File: src/hw/rtl/vkit_pkg.sv
// Shared types for the variant key interning table.
// Item structs, key width and controller/datapath command and status groups.
// No dependencies.
`default_nettype none

package vkit_pkg;

    localparam int KEY_W    = 144;
    localparam int HANDLE_W = 8;

    typedef struct packed {
        logic [31:0] technique_id;
        logic [31:0] definition_id;
        logic [63:0] feature_hash;
        logic [7:0]  phase_id;
        logic [7:0]  tier_id;
    } vkit_in_t;

    typedef struct packed {
        logic [HANDLE_W-1:0] handle;
        logic                created;
        logic                table_full;
    } vkit_out_t;

    // controller -> datapath
    typedef struct packed {
        logic start;     // latch key, restart the scan
        logic scan_en;   // issue reads / compare
        logic finish;    // resolve hit, insert or full into the result
        logic load_out;  // move the result into the output register
    } vkit_cmd_t;

    // datapath -> controller
    typedef struct packed {
        logic hit;       // compared entry equals the key
        logic exhausted; // every stored entry compared, none equal
        logic out_free;  // output register can take a result
    } vkit_stat_t;

endpackage

`default_nettype wire

File: src/hw/rtl/vkit_ctrl.sv
// Controller: sequences accept, scan, resolve and hand-off of one item.
// Depends on vkit_pkg.
`default_nettype none

module vkit_ctrl (
    input  wire logic                 aclk,
    input  wire logic                 aresetn,
    input  wire logic                 s_valid,
    output logic                      s_ready,
    input  wire vkit_pkg::vkit_stat_t stat,
    output vkit_pkg::vkit_cmd_t       cmd
);

    typedef enum logic [1:0] {
        ST_IDLE,
        ST_SCAN,
        ST_HOLD
    } state_t;

    state_t state_reg, state_next;
    logic   ready_reg, ready_next;

    always_comb begin
        state_next   = state_reg;
        ready_next   = ready_reg;
        cmd.start    = 1'b0;
        cmd.scan_en  = 1'b0;
        cmd.finish   = 1'b0;
        cmd.load_out = 1'b0;
        unique case (state_reg)
            ST_IDLE: begin
                if (s_valid && ready_reg) begin
                    cmd.start  = 1'b1;
                    state_next = ST_SCAN;
                    ready_next = 1'b0;
                end
            end
            ST_SCAN: begin
                cmd.scan_en = 1'b1;
                if (stat.hit || stat.exhausted) begin
                    cmd.finish = 1'b1;
                    state_next = ST_HOLD;
                end
            end
            ST_HOLD: begin
                if (stat.out_free) begin
                    cmd.load_out = 1'b1;
                    state_next   = ST_IDLE;
                    ready_next   = 1'b1;
                end
            end
            default: begin
                state_next = ST_IDLE;
                ready_next = 1'b1;
            end
        endcase
    end

    always_ff @(posedge aclk) begin
        if (!aresetn) begin
            state_reg <= ST_IDLE;
            ready_reg <= 1'b1;
        end else begin
            state_reg <= state_next;
            ready_reg <= ready_next;
        end
    end

    assign s_ready = ready_reg;

endmodule

`default_nettype wire

File: config.mk
export PLATFORM = sky130hd
export DESIGN_NAME = vkit_ctrl
export DESIGN_NICKNAME = d
export VERILOG_FILES = /design/src/hw/rtl/vkit_pkg.sv /design/src/hw/rtl/vkit_ctrl.sv
export SDC_FILE = /design/constraint.sdc
export NUM_CORES = 1
export LEC_CHECK = 0
export ABC_AREA = 1
export BUFFER_PORTS_ARGS = -buffer_cell sky130_fd_sc_hd__buf_2
export CAP_MARGIN = 20
export CORE_AREA = 2 2 39 41
export DETAILED_ROUTE_END_ITERATION = 8
export DIE_AREA = 0 0 41 43
export GPL_ROUTABILITY_DRIVEN = 0
export PLACE_DENSITY_LB_ADDON = 0.25
export SLEW_MARGIN = 10
export SYNTH_ARGS = -nofsm -noshare
export SYNTH_HDL_FRONTEND = slang
export SYNTH_SLANG_ARGS = --single-unit
File: constraint.sdc
create_clock -name aclk -period 2.3 [get_ports aclk]
set_input_delay 0.345 -clock aclk [delete_from_list [all_inputs] [get_ports aclk]]
set_output_delay 0.345 -clock aclk [all_outputs]
set_load 0.1 [all_outputs]
== Word-level counts from Yosys, hierarchy flattened ==
Index checks and enable logic that the tools add are counted.
Word-level totals
  register bits after elaboration: 3
  output and inout bits: 5
Operators by class
  bitwise logic cells: 1
  muxes and demuxes: 13
  equality and inequality tests: 5
  reductions and logical operators: 5
Operators by type and width (number)
  2-to-1 mux 2 bit: 4
  2-to-1 mux 1 bit: 7
  != test 2 bit, second input constant: 3
  case mux 2 bit (3 select lines): 1
  AND reduction 3 bit: 2
  case mux 1 bit (3 select lines): 1
  == test 2 x 1 -> 1 bit, second input constant: 1
  == test 2 bit, second input constant: 1
  zero test 2 bit: 1
  logical AND 1 bit: 1
  logical OR 1 bit: 1
  NOT 1 bit: 1

== Logic depth before layout (Yosys ltp) ==
  word-level depth: 3
  gate-level depth with buffers: 6
  mapped depth without buffers: 6

== Worst setup path after synthesis ==
No wires, ideal clock.
  path kind: flip-flop to output port
  start: reg state_reg[1]
  end: out cmd[0] in the netlist's numbering
  data required time: 1.955 ns
  cell stages (with the launch flop): 3
  data arrival time: 2.457 ns
  buffers on the path: 0
  slack: -0.502 ns
  cell sequence: dfxtp_1 -> inv_1 -> nor3_1
RTL lines
  start, declared: line vkit_ctrl.sv:20  | state_t state_reg, state_next;
  start signal, assigned: line vkit_ctrl.sv:64  | state_reg <= state_next;
  end, declared: line vkit_ctrl.sv:11  | output vkit_pkg::vkit_cmd_t cmd

==> run_results.csv <==
group,metric,value,unit
worst_setup_path,worstPathBufferInverterCount,4,
worst_hold_path,worst_hold_path.num_cells,4,
synth,yosys_most_used_dff,"dfxtp_1",
global_route,track_usage,5.12,%
synth,synth_top_cells_by_area,"dfxtp_1 33%, nand2_1 17%, inv_1 14%",
sta,finalWorstPathRequiredPeriod,1.67,ns
outcome,outcome,"finished, final reports clean",
synth,syn_area_per_cell,6.26,um2
cells_and_area,final_design_area_no_fill,275,um2
job,maxCapViolations,0,
worst_hold_path,min_path_type,"in2reg",
routing,routed_wirelength,390,um
clock_network,cts.reportedPaths.clkPinSlew,0.04,ns
cells_and_area,drive_above_1_share,42.9,%
synth,post_synthesis_instance_area,181,um2
routing,dr.pass1.iters,2,
floorplanning,dieArea,1760,um2
routing,drtIter0Drc,5,
global_route,first_global_vias,162,
worst_setup_path,cp_max_fo,4,
synth,syn_inst,29,
synth,synth.yosys.seq_area_share,33.1,%
worst_setup_path,worstRegToRegCells,5,
floorplanning,placeableCoreArea,1380,um2
floorplanning,floorplan.initialDensity,13.1,%
synth,yosys.cell_count.top_type,"nand2_1",
synth,syn-num-nets,35,
cells_and_area,utilization,19.9,%
synth,yosysTopAreaCell,"dfxtp_1",
power_and_ir_drop,power_density,953,nW/um2
place,detailed_place.area,249,um2
worst_setup_path,worst_setup_path_end_kind,"output port",
sta,slew_headroom,67.8,%
cells_and_area,syn2layout_area_growth,51.7,%
worst_setup_path,criticalPathCategory,"reg2out",
global_route,globalRouteOverflowTotal,0,
clock_network,worstSkewPairLatency,0.23,ns
place,placedCellCount,54,
worst_setup_path,path_cells,"inv_1, nand2_1, inv_2, o21ai_2, inv_1, buf_2",
sta,report.final.setup_viol,0,
worst_setup_path,critical-path-top-cell-by-count,"inv_1",
floorplanning,design.portCount,11,
floorplanning,die_height,43,um
sta,setup_total_negative_slack,0,ns
routing,drc,0,
worst_setup_path,critical_path_arrival,1.33,ns
floorplanning,die_width,41,um
worst_setup_path,largest_incremental_delay_on_the_critical_path,0.41,ns
power_and_ir_drop,p_leak,0.159,nW
sta,whs,0.379,ns
clock_network,cts_inserted_buffers,3,
worst_setup_path,cpLargestDelayFamily,"buffers and inverters",
routing,post_drt_wl_per_cell,6.72,um
sta,fmax,597,MHz
clock_network,cts_num_sinks,3,
power_and_ir_drop,maximum_vdd_drop,0.263,mV
synth,yosys.cell_types.count,10,
cells_and_area,final_nets,49,
cells_and_area,antennaDiodeCount,0,
synth,synth-edff-count,0,
routing,dr_total_vias,208,
clock_network,cts_buffer_depth,2,
floorplanning,placement_rows,14,
clock_network,tritoncts,"yes",
sta,final-hold-violation-count,0,
worst_setup_path,cp.depth,6,
synth,synth_largest_type_area_fraction,33.1,%
global_route,largest_net_degree_at_the_start_of_global_routing,5,
sta,post-route-period-util,72.8,%
routing,postRouteAntennaNets,0,
clock_network,postCtsSetupRepairBufs,0,
routing,vias_per_cell,3.59,
clock_network,post_cts_hold_buffer_count,0,
cells_and_area,number_of_cells_in_the_finished_layout_apart_from_fillers,58,
synth,synth.ff_latch_count,3,
place,detailed_place_hpwl,327,um
clock_network,h-tree-depth,1,
worst_setup_path,worstPathRequired,1.96,ns
worst_setup_path,cp-start-kind,"register",
global_route,antenna_found_initial,0,
synth,ys.warnings.count,0,
sta,timing_worst_slew_pin_value,0.486,ns
worst_setup_path,crit_path_top_delay_cell,"buf_2",
sta,grt_setup_unrepaired,"no",
sta,drv_slew,0,
clock_network,post_cts_resize_count,0,
place,place.port_buffers,10,
synth,async_reset_ff_share,0,%
clock_network,cts_root_buf,"clkbuf_4",
sta,final.setup_skew,0.00267,ns
cells_and_area,largest_register_ffs,2,
synth,synth_commonest_cells,"8 x nand2_1, 7 x inv_1, 3 x dfxtp_1, 3 x nand3_1",
global_route,global_route_wire_length_before_repair,565,um
-- through the flow --
stage / setup WS, ns / power (mW)
final: 0.626 / 0.262
after global routing: 0.568 / 0.276
after CTS: 0.617 / 0.268
after detailed placement: 0.871 / 0.173
after global placement: 0.869 / 0.174
after floorplan: 0.109 / 0.158
-- routing by layer --
layer / track usage (%) / vias to the layer above / part of all wire, %
li1: - / 111 / -
met1: 5.77 / 88 / 44
met2: 6.56 / 9 / 43
met3: 1.57 / 0 / 12
met4: 6.00 / 0 / 0
met5: 0 / - / 0
-- placed cells by master, fill, tap and decap left out --
cell / instances
dfxtp_1: 3
clkbuf_4: 3
inv_2: 1
clkbuf_1: 1
nand3_1: 3
o21ai_2: 1
inv_1: 7
nor3_2: 1
a21oi_2: 2
nand2_1: 8
buf_2: 10
nor2_1: 2
-- worst min-delay path, stage by stage --
cell	delay (ns)
buf_2	0.09
nand2_1	0.05
inv_1	0.04
nand2_1	0.04
-- path summary, 6_finish.rpt --
path	end	slack, ns	startpoint
max	cmd[1]	0.63	state_reg[1]$_SDFFE_PN0P_
min	s_ready$_SDFFE_PN1P_	0.38	aresetn
max reg2reg	s_ready$_SDFFE_PN1P_	1.45	state_reg[1]$_SDFFE_PN0P_
min reg2reg	s_ready$_SDFFE_PN1P_	0.47	s_ready$_SDFFE_PN1P_
-- where the power goes --
part           switching, mW  internal (mW)  total (mW)
registers            0.00507         0.0582      0.0633
logic                 0.0890         0.0195       0.108
clock network         0.0258         0.0649      0.0907
-- logic make-up after synthesis --
group                  synth area share, %
buffers and inverters                 20.7
AO/OA/AOI/OAI                         14.5
flip-flops                            33.1
AND/OR/NAND/NOR                       31.7
-- area by class of cell --
cell class / count / area (um2)
clock buffer: 4 / 26.3
tap: 16 / 20.0
sequential: 3 / 60.1
inverter: 8 / 30.0
timing repair buffer: 10 / 50.0
fill: 153 / 1110
multi-input combinational: 17 / 88.8
Note: power is estimated with default switching activity, not from simulation.
